File: config.mk
export PLATFORM = sky130hd
export DESIGN_NAME = smtg_recur
export DESIGN_NICKNAME = d
export VERILOG_FILES = /design/src/design/simd_mersenne_twister_generator_macros.svh /design/src/design/smtg_pkg.sv /design/src/design/smtg_recur.sv
export SDC_FILE = /design/constraint.sdc
export NUM_CORES = 1
export LEC_CHECK = 0
export BUFFER_PORTS_ARGS = -buffer_cell sky130_fd_sc_hd__buf_2
export CAP_MARGIN = 20
export CORE_AREA = 2 2 300 302
export DETAILED_ROUTE_END_ITERATION = 12
export DIE_AREA = 0 0 302 304
export GPL_ROUTABILITY_DRIVEN = 0
export GPL_TIMING_DRIVEN = 0
export SYNTH_ARGS = -nofsm -noshare
export SYNTH_HDL_FRONTEND = slang
export SYNTH_SLANG_ARGS = --single-unit
File: constraint.sdc
create_clock -name vclk -period 0.85
set_clock_uncertainty 0.1 [all_clocks]
set_input_delay 0.17 -clock vclk [all_inputs]
set_output_delay 0.17 -clock vclk [all_outputs]
set_load 0.02 [all_outputs]
File: src/design/simd_mersenne_twister_generator_macros.svh
// Assertion macros for the SIMD Mersenne Twister generator.
// Included by the top level; depends on nothing else.
`ifndef SIMD_MERSENNE_TWISTER_GENERATOR_MACROS_SVH
`define SIMD_MERSENNE_TWISTER_GENERATOR_MACROS_SVH

// Consequent must hold in the same cycle as the antecedent.
`define SMTG_ASSERT_SAME(label, clk, rst_n, ante, cons, msg) \
    label: assert property (@(posedge clk) disable iff (!rst_n) (ante) |-> (cons)) \
        else $error(msg);

// Consequent must hold in the cycle after the antecedent.
`define SMTG_ASSERT_NEXT(label, clk, rst_n, ante, cons, msg) \
    label: assert property (@(posedge clk) disable iff (!rst_n) (ante) |=> (cons)) \
        else $error(msg);

`endif

File: src/design/smtg_pkg.sv
// Shared types, codes and default constants for the SIMD Mersenne Twister generator.
// Used by every module of the block; depends on nothing.
`default_nettype none

package smtg_pkg;

    // Word geometry.
    localparam int LANES         = 4;
    localparam int LANE_W        = 32;
    localparam int WORD_W        = LANES * LANE_W;
    localparam int BITS_PER_BYTE = 8;
    localparam int LOAD_INDEX_W  = 8;
    localparam int S_TDATA_W     = LOAD_INDEX_W + WORD_W;
    localparam int M_TDATA_W     = WORD_W;
    localparam int CFG_IDX_W     = 2;

    // Default recursion parameters of the 19937 variant.
    localparam int RING_WORDS_DEF       = 156;
    localparam int MIDDLE_OFFSET_DEF    = 122;
    localparam int LANE_LEFT_SHIFT_DEF  = 18;
    localparam int BYTE_LEFT_SHIFT_DEF  = 1;
    localparam int LANE_RIGHT_SHIFT_DEF = 11;
    localparam int BYTE_RIGHT_SHIFT_DEF = 1;

    typedef logic [LANE_W-1:0] lane_t;
    // Lane 0 sits in the least significant bits.
    typedef lane_t [LANES-1:0] word_t;

    // Mask register values after reset.
    localparam lane_t LANE0_MASK_RST = 32'hDFFF_FFEF;
    localparam lane_t LANE1_MASK_RST = 32'hDDFE_CB7F;
    localparam lane_t LANE2_MASK_RST = 32'hBFFA_FFFF;
    localparam lane_t LANE3_MASK_RST = 32'hBFFF_FFF6;

    // Item kinds.
    typedef enum logic {
        CMD_LOAD = 1'b0,
        CMD_GEN  = 1'b1
    } cmd_t;

    // Configuration register indexes.
    typedef enum logic [CFG_IDX_W-1:0] {
        CFG_LANE0_MASK = 2'd0,
        CFG_LANE1_MASK = 2'd1,
        CFG_LANE2_MASK = 2'd2,
        CFG_LANE3_MASK = 2'd3
    } cfg_reg_t;

endpackage

`default_nettype wire

File: src/design/smtg_recur.sv
// One step of the XOR-shift recursion on four 128-bit state words.
// Depends on smtg_pkg for the word type and byte width.
`default_nettype none

module smtg_recur #(
    parameter int LANE_LEFT_SHIFT  = smtg_pkg::LANE_LEFT_SHIFT_DEF,
    parameter int BYTE_LEFT_SHIFT  = smtg_pkg::BYTE_LEFT_SHIFT_DEF,
    parameter int LANE_RIGHT_SHIFT = smtg_pkg::LANE_RIGHT_SHIFT_DEF,
    parameter int BYTE_RIGHT_SHIFT = smtg_pkg::BYTE_RIGHT_SHIFT_DEF
) (
    input  wire smtg_pkg::word_t word_a,
    input  wire smtg_pkg::word_t word_b,
    input  wire smtg_pkg::word_t word_c,
    input  wire smtg_pkg::word_t word_d,
    input  wire smtg_pkg::word_t masks,
    output smtg_pkg::word_t      result
);
    import smtg_pkg::*;

    localparam int LEFT_BITS  = BYTE_LEFT_SHIFT * BITS_PER_BYTE;
    localparam int RIGHT_BITS = BYTE_RIGHT_SHIFT * BITS_PER_BYTE;

    word_t shl_a;
    word_t shr_c;

    // Whole-word byte shifts of the current word and the word two back.
    assign shl_a = word_a << LEFT_BITS;
    assign shr_c = word_c >> RIGHT_BITS;

    // Lane-wise terms from the middle word and the word one back.
    always_comb begin
        for (int k = 0; k < LANES; k++) begin
            result[k] = word_a[k] ^ shl_a[k] ^ ((word_b[k] >> LANE_RIGHT_SHIFT) & masks[k])
                      ^ shr_c[k] ^ (word_d[k] << LANE_LEFT_SHIFT);
        end
    end

endmodule

`default_nettype wire

Word-level counts from Yosys, hierarchy flattened
Cells that the tools add are included.

word-level totals
  flip-flop bits (word level) = 0
  input bits = 640
  output and inout port bits = 128
  word-level logic and storage cells = 20

operators by class
  bitwise logic cells = 20

operator list
  kind                                             number
  32-bit bitwise XOR                               15
  21-bit by 32-bit bitwise AND with 32-bit output  4
  32-bit by 24-bit bitwise XOR with 32-bit output  1

Depth between registers and ports, before layout
Gate-level depths: netlist of the first run.

  word-level depth = 4
  mapped depth = 2

Worst setup path before layout of the first run
OpenSTA, ideal clock, no wires.

  kind = input to output
  from = in word_c[122] (netlist name)
  to = out result[114] (netlist name)
  arrival time = 0.766 ns
  required time = 0.580 ns
  setup slack = -0.186 ns
  stages on the path = 2
  path buffers = 0
  cells stage by stage = xnor2_1 -> xnor3_1

RTL lines
  what             RTL line          text
  start, declared  smtg_recur.sv:13  input wire smtg_pkg::word_t word_c,
  end, declared    smtg_recur.sv:16  output smtg_pkg::word_t result

==> metrics.cfg, run 1 <==
[outcome]
status = finished with violations
violations = negative setup slack

[detailed_routing]
drt_iter0_drc = 172
via_per_inst = 2.38
drtPass1Iterations = 4
wl_per_cell_um = 13.8
drc_errors = 0
wl_mm = 29.9
vias = 5176
drt.antenna.violating_nets = 0

[global_route]
grt_antenna_before_repair = 1
grt_first_pass_wirelength_mm = 40.2
grt_use_total = 0.0610
grt_pass1_vias = 5881
grt_overflow = 0
grt_max_degree = 3

[floorplanning]
fp.dieW_um = 302
die_h_um = 304
rows = 110
ioPinCount = 768
start_util = 0.0452
core_area_sq_um = 89000
dieArea_sq_um = 91800

[timing]
setup_violations = 128
max-slew-margin-rel = 0.772
drv_slew = 0
fin_ws_ns = -0.452
fmax_mhz = 768
hold_viol_final = 0
tightest_slew_ns = 0.341
post-route-min-period_ns = 1.30
period_share = 1.53
rsz0062_at_grt = yes

[logic_synthesis]
netlist_top_cells_count = xnor2_1 (120), xor2_1 (108), nand2_1 (84)
synth_area_sq_um = 4020
synth.avg_cell_area_sq_um = 10.4
netlist.top_cell.by_area = xnor3_1
syn_nets = 1028
ys_warn_count = 0
synth_cells = 388
yosysUniqueCellTypes = 4
synth_top_area_frac = 0.425
ys_seq_area_frac = 0
yosysMostFrequentCell = xnor2_1
ys_top_cells_by_area = xnor3_1 (43%), xnor2_1 (26%), xor2_1 (24%), nand2_1 (7.8%)

[critical_path]
endpoint = result[46]
path_class = in2out
slowest_delay_ns = 0.31
crit_path_start = word_c[54]
start_kind = input pin
worst_path_most_repeated_cell = buf_8
path_depth = 4
crit_chain = buf_8 -> xor2_4 -> xnor3_2 -> buf_8
critical_path.top_delay_family = XOR/XNOR gates
cp_slowest_cell = xnor3_2
cp_num_buf_inv = 2
critPathArrivalTime_ns = 1.03
critPathRequiredTime_ns = 0.58
cp_max_fo = 1
cp-end-kind = output pin

[run]
maxCapViolations = 0

[cells_and_area]
layoutNonFillerInstCount = 2174
fin_nets = 1639
fin_area_sq_um = 15600
seq_area_sq_um = 0
seq_cells = 0
nClkBuffers = 0
area_delta_synth_final_pct = 289
drive_gt1_frac = 0.941

[power]
p_leak_nw = 6.93
power.total_mw = 13.2
power_density_nw_per_um2 = 845
irDropWorstVdd_v = 0.000536

[placed_design]
dp_hpwl_mm = 25.9
dp_cells = 2164
port_buffers = 600
placed_area_sq_um = 11200

[hold_path]
timing.hold.worst_path_depth = 3
min_path_type = in2out

-- layout by cell type, fill, tap and decap left out --
cell type,count
buf_12,40
buf_2,169
diode_2,1
xnor2_2,11
buf_6,239
nand2_2,28
buf_4,34
xor2_2,46
xnor3_2,76
nand2_4,9
xor2_1,12
buf_8,127
nand2_1,47
xnor2_4,109
xor2_4,50
-- worst min path at each step --
stage                     start     endpoint
floorplan           word_a[112]  result[120]
global placement    word_a[112]  result[120]
detailed placement  word_a[112]  result[120]
CTS                 word_a[113]  result[121]
global route        word_a[113]  result[121]
finish              word_a[113]  result[121]
-- timing repair --
action / CTS / global route
pin swaps: 203 / 100
buffers inserted: 1 / 8
resized for setup: 949 / 159
hold buffers: 0 / 0
endpoints found under the setup margin: 128 / 128
-- final cells by class --
type / count / area (sq um)
Antenna cell: 1 / 2.50
Timing Repair Buffer: 609 / 6500
Multi-Input combinational cell: 388 / 7670
Tap cell: 1176 / 1470
Fill cell: 9571 / 73400
-- through the flow --
step           setup WS, ns  hold WS, ns  TNS, ns  utilization
5_1_grt              -0.582        0.534   -34.57        0.176
3_5_place_dp          -1.11        0.570   -45.75        0.126
6_report             -0.452        0.529   -31.51        0.176
2_1_floorplan        -0.125        0.339    -5.07            -
3_3_place_gp          -1.14        0.568   -44.84        0.126
4_1_cts              -0.552        0.517   -32.44        0.166
-- layer usage --
metal | track usage | vias up | part of all wire
li1 | - | 2389 | -
met1 | 0.0835 | 2485 | 0.42
met2 | 0.100 | 278 | 0.49
met3 | 0.0153 | 22 | 0.087
met4 | 0.00334 | 2 | 0.0079
met5 | 0 | - | 0.00043
-- where the power goes --
| part | switching [mW] | internal (mW) |
|---|---|---|
| Sequential | 0 | 0 |
| Clock | 0 | 0.000000159 |
| Combinational | 5.40 | 7.82 |
| Total | 5.40 | 7.82 |
-- logic make-up (layout without fill, tap and decap cells) --
logic type,after synthesis,count (layout),synth area share
and+or+nand+nor,84,84,0.0784
other,0,1,0
buffers and inverters,0,609,0
xor gates and xnor gates,304,304,0.922
Power figures use the tool's default switching activity.
==> inputs of run 2 (changes only) <==
--- a/config.mk
+++ b/config.mk
@@ -12,6 +12,7 @@
 export DIE_AREA = 0 0 302 304
 export GPL_ROUTABILITY_DRIVEN = 0
 export GPL_TIMING_DRIVEN = 0
+export PLACE_DENSITY_LB_ADDON = 0.05
 export SYNTH_ARGS = -nofsm -noshare
 export SYNTH_HDL_FRONTEND = slang
 export SYNTH_SLANG_ARGS = --single-unit
==> metrics.cfg, run 2 (same netlist as run 1, synthesis figures left out) <==
[power]
power_density_nw_per_um2 = 834  ; -1.3%
p_leak_nw = 6.81  ; -1.6%
clockPowerShare = 0  ; unchanged
irDropWorstVdd_v = 0.000363  ; -32%
swShare = 0.400  ; -0.00825
p_int_mw = 7.71  ; -1.4%
p_comb_frac = 1.000  ; about the same
power.total_mw = 12.9  ; -2.8%
p_switching_mw = 5.14  ; -4.7%
p_seq_frac = 0  ; unchanged

[detailed_routing]
drt_iter0_drc = 75  ; -56%
via_per_inst = 2.28  ; -4.2%
drtPass1Iterations = 4  ; unchanged
wl_mm = 27.9  ; -6.6%
vias = 4952  ; -4.3%
wl_per_cell_um = 12.9  ; -6.4%
drc_errors = 0  ; unchanged
drt.antenna.violating_nets = 0  ; unchanged

[timing]
fmax_mhz = 794  ; +3.5%
drv_slew = 0  ; unchanged
rsz0062_at_grt = yes
max-slew-margin-rel = 0.853  ; +0.0805
fin_ws_ns = -0.409  ; +0.0437 ns
tightest_slew_ns = 0.220  ; -0.121 ns
post-route-min-period_ns = 1.26  ; -0.0437 ns
setup_violations = 128  ; unchanged
period_share = 1.48  ; -0.0514
setup_tns_ns = -29.00  ; +2.51 ns
hold_viol_final = 0  ; unchanged

[critical_path]
endpoint = result[18]
start_kind = input pin
cp-end-kind = output pin
crit_path_start = word_a[10]
cp_max_fo = 2  ; +1
path_class = in2out
critPathArrivalTime_ns = 0.99  ; -0.04 ns
critPathRequiredTime_ns = 0.58  ; about the same

[hold_path]
min_path_type = in2out
timing.hold.worst_path_depth = 3  ; unchanged

[cells_and_area]
final_cell_mix = buf_6 (252), buf_2 (186), xnor2_4 (111)
final_common_cell = buf_6
antenna_cells = 0  ; -1
nClkBuffers = 0  ; unchanged
drive_gt1_frac = 0.948  ; +0.00686
seq_area_sq_um = 0  ; unchanged
fin_nets = 1636  ; -0.18%
multi_input_area_sq_um = 7610  ; -0.70%
seq_cells = 0  ; unchanged
fill_cells = 9758  ; +2.0%
postLayoutCoreUtil = 0.173  ; -0.00267
area_delta_synth_final_pct = 283

[floorplanning]
rows = 110  ; unchanged
die_h_um = 304  ; unchanged
fp.dieW_um = 302  ; unchanged
ioPinCount = 768  ; unchanged
dieArea_sq_um = 91800  ; unchanged
core_area_sq_um = 89000  ; unchanged
start_util = 0.0452  ; unchanged

[global_route]
grt_overflow = 0  ; unchanged
grt_antenna_before_repair = 0  ; -1
grt_use_total = 0.0585  ; -0.00247
grt_max_degree = 3  ; unchanged
grt_first_pass_wirelength_mm = 39.2  ; -2.6%
grt_pass1_vias = 5786  ; -1.6%

[outcome]
status = finished with violations
violations = negative setup slack

[placed_design]
dp_hpwl_mm = 27.6  ; +6.5%
port_buffers = 600  ; unchanged

[run]
maxCapViolations = 0  ; unchanged

[clocking]
cts_hold_buf = 0  ; unchanged

## run 2: cell types whose count changed in the layout (fill, tap and decap cells not counted), moves of 8 or more
| cell | before | now |
|---|---|---|
| nand2_4 | 9 | 1 |
| nand2_2 | 28 | 47 |
| buf_2 | 169 | 186 |
| buf_4 | 34 | 21 |
| buf_6 | 239 | 252 |
| buf_8 | 127 | 110 |
| nand2_1 | 47 | 36 |
## run 2: how the worst min path moves through the flow
stage	startpoint	end
3_3_place_gp	word_a[113]	result[121]
2_1_floorplan	word_a[112]	result[120]
5_1_grt	word_a[119]	result[127]
6_report	word_a[112]	result[120]
4_1_cts	word_a[113]	result[121]
3_5_place_dp	word_a[113]	result[121]
## run 2: final cells by class
type	instances	share of cell area
multi-input cells	388	0.494
repair buffers	606	0.410
well taps	1176	0.0955
## run 2: through the flow
stage / instances / setup WS (ns) / instance area (sq um) / hold WS, ns
detailed placement: 2164 / -0.671 / 11200 / 0.572
global route: 2170 / -0.468 / 15400 / 0.550
floorplan: 388 / -0.125 / 6730 / 0.339
CTS: 2165 / -0.451 / 14800 / 0.521
global placement: 2164 / -0.655 / 11200 / 0.584
finish: 2170 / -0.409 / 15400 / 0.533
## run 2: worst max-delay path: stages
cell     delay (ns)
buf_8          0.11
xnor2_4        0.13
xnor3_2        0.41
buf_8          0.16
## run 2: power by group through the flow
stage                     clock network [mW]  logic [mW]  registers, mW
after floorplan                            0        6.04              0
after global placement                     0        9.76              0
after detailed placement                   0        9.68              0
after CTS                                  0        12.9              0
after global routing                       0        13.6              0
final                                      0        12.9              0
## run 2: metal layers
layer | part of all wire | GRT usage | wire [um] | vias up
li1 | - | - | - | 2381
met5 | 0 | 0 | 0 | -
met2 | 0.63 | 0.129 | 17600 | 247
met4 | 0 | 0 | 0 | 0
met3 | 0.086 | 0.0148 | 2390 | 0
met1 | 0.29 | 0.0542 | 7990 | 2324
## run 2: timing repair
action	4_1_cts	5_1_grt
buffers inserted	1	5
resized for setup	924	116
setup endpoints to repair	128	128
pin swaps	208	69
==> inputs of run 3 (changes only) <==
--- a/config.mk
+++ b/config.mk
@@ -5,6 +5,7 @@
 export SDC_FILE = /design/constraint.sdc
 export NUM_CORES = 1
 export LEC_CHECK = 0
+export ABC_AREA = 1
 export BUFFER_PORTS_ARGS = -buffer_cell sky130_fd_sc_hd__buf_2
 export CAP_MARGIN = 20
 export CORE_AREA = 2 2 300 302
==> metrics.cfg, run 3 <==
[critical_path]
cp_max_fo = 2  ; unchanged
critPathRequiredTime_ns = 0.58  ; about the same
cp_num_buf_inv = 4  ; +2
critPathArrivalTime_ns = 0.90  ; -0.09 ns
critical_path.top_delay_family = buffers and inverters
start_kind = input pin
worst_path_most_repeated_cell = nand2_1
cp_slowest_cell = xor2_4
slowest_delay_ns = 0.27  ; -0.14 ns
path_class = in2out
cp-end-kind = output pin
crit_chain = buf_12 -> xor2_4 -> inv_1 -> nand2_1 -> nand2_1 -> inv_2 -> buf_6

[timing]
max-slew-margin-rel = 0.817  ; -0.0361
fmax_mhz = 856  ; +7.8%
period_share = 1.37  ; -0.107
holdWs_ns = 0.533  ; +0.000108 ns
tightest_slew_ns = 0.274  ; +0.0540 ns
post-route-min-period_ns = 1.17  ; -0.0908 ns
fin_ws_ns = -0.318  ; +0.0908 ns
rsz0062_at_grt = yes
drv_slew = 0  ; unchanged
setup_violations = 128  ; unchanged
hold_viol_final = 0  ; unchanged

[detailed_routing]
drt.antenna.violating_nets = 0  ; unchanged
top_layer_used = met5
dr_wl_met3_mm = 3.47  ; +45%
wl_mm = 32.8  ; +18%
vias = 5843  ; +18%
drt_iter0_drc = 97  ; +29%
drtPass1Iterations = 4  ; unchanged
m1WireLength_mm = 9.57  ; +20%
drc_errors = 0  ; unchanged
via_per_inst = 2.46  ; +7.9%
wl_per_cell_um = 13.8  ; +7.5%
route.met2.wl_mm = 19.6  ; +12%

[logic_synthesis]
synth_cells = 596  ; +54%
yosysMostFrequentCell = xor2_1
yosysUniqueCellTypes = 7  ; +3
ys_top_cells_by_area = xor2_1 (40%), xnor2_1 (35%), nand2_1 (15%), inv_1 (4.8%), nand3_1 (3.0%)
synth_top_area_frac = 0.401  ; -0.0244
ys_warn_count = 0  ; unchanged
syn_nets = 1236  ; +20%
ys_seq_area_frac = 0  ; unchanged
synth.avg_cell_area_sq_um = 6.74  ; -35%
netlist_top_cells_count = xor2_1 (184), xnor2_1 (160), nand2_1 (156)
synth_area_sq_um = 4020  ; -0.12%
netlist.top_cell.by_area = xor2_1

[placed_design]
placed_area_sq_um = 13500  ; +21%
port_buffers = 600  ; unchanged
dp_hpwl_mm = 32.3  ; +17%
dp_slack_ns = -0.793  ; -0.122 ns

[cells_and_area]
seq_cells = 0  ; unchanged
final_cell_mix = buf_6 (313), xnor2_4 (152), buf_8 (113)
area_delta_synth_final_pct = 384
nClkBuffers = 0  ; unchanged
final_common_cell = buf_6
multi_input_area_sq_um = 10400  ; +36%
drive_gt1_frac = 0.929  ; -0.0187
fin_area_sq_um = 19400  ; +26%
antenna_cells = 0  ; unchanged
postLayoutCoreUtil = 0.218  ; +0.0454
fin_nets = 1839  ; +12%
seq_area_sq_um = 0  ; unchanged
fill_cells = 9444  ; -3.2%

[global_route]
grt_overflow = 0  ; unchanged
grt_max_degree = 4  ; +1
grt_pass1_vias = 6652  ; +15%
grt_first_pass_wirelength_mm = 46.6  ; +19%
grt_antenna_before_repair = 2  ; +2
grt_use_total = 0.0698  ; +0.0113

[power]
power_density_nw_per_um2 = 761  ; -8.8%
p_leak_nw = 7.62  ; +12%
irDropWorstVdd_v = 0.000374  ; +3.0%
power.total_mw = 14.8  ; +15%

[floorplanning]
start_util = 0.0451  ; -0.0000562
rows = 110  ; unchanged
die_h_um = 304  ; unchanged
core_area_sq_um = 89000  ; unchanged
ioPinCount = 768  ; unchanged
dieArea_sq_um = 91800  ; unchanged
fp.dieW_um = 302  ; unchanged

[hold_path]
min_path_type = in2out

[outcome]
violations = negative setup slack
status = finished with violations

[run]
maxCapViolations = 0  ; unchanged

[clocking]
cts_hold_buf = 0  ; unchanged

==> run 3: cell types whose count changed after synthesis <==
cell     before  now
inv_1         0   51
inv_2         0    9
nand2_1      84  156
nand2_2       0   12
nand3_1       0   24
xnor2_1     120  160
xnor3_1      76    0
xor2_1      108  184
==> run 3: cell families (layout without fill, tap and decap cells) <==
logic type | count (synthesis) | after routing | synth area share
buffers and inverters | 60 | 661 | 0.0560
AND/OR/NAND/NOR | 192 | 192 | 0.194
XOR/XNOR | 344 | 344 | 0.750
==> run 3: worst min-delay path: stages <==
cell and delay (ns):
buf_2 0.10, xnor2_2 0.05, buf_4 0.15
==> run 3: worst paths after layout <==
path,start,to,slack (ns),depth (start not counted)
max,word_a[51],result[51],-0.32,7
min,word_d[108],result[126],0.53,3
==> run 3: layout make-up <==
type / instances / area share
tap: 1176 / 0.0757
multi-input combinational: 536 / 0.533
timing repair buffer: 601 / 0.378
inverter: 60 / 0.0134
==> run 3: stage by stage <==
step	instances	setup TNS, ns
6_report	2373	-23.61
5_1_grt	2373	-27.84
4_1_cts	2372	-25.71
3_5_place_dp	2372	-39.83
3_3_place_gp	2372	-40.01
2_1_floorplan	596	-4.17
==> run 3: power by group <==
part           total, mW  internal, mW  switching [mW]
clock network          0             0               0
registers              0             0               0
logic               14.8          8.42            6.38
total               14.8          8.42            6.38
==> run 3: layer usage <==
| metal | vias to the layer above | GRT usage |
|---|---|---|
| li1 | 2806 | - |
| met1 | 2750 | 0.0676 |
| met2 | 275 | 0.144 |
| met3 | 8 | 0.0250 |
| met4 | 4 | 0.00265 |
| met5 | - | 0 |
==> run 3: repair_timing <==
item	4_1_cts	5_1_grt
setup buffers	0	1
endpoints found under the setup margin	128	128
pin swaps	419	231
endpoints found under the hold margin	0	0
gates resized for setup	1218	287
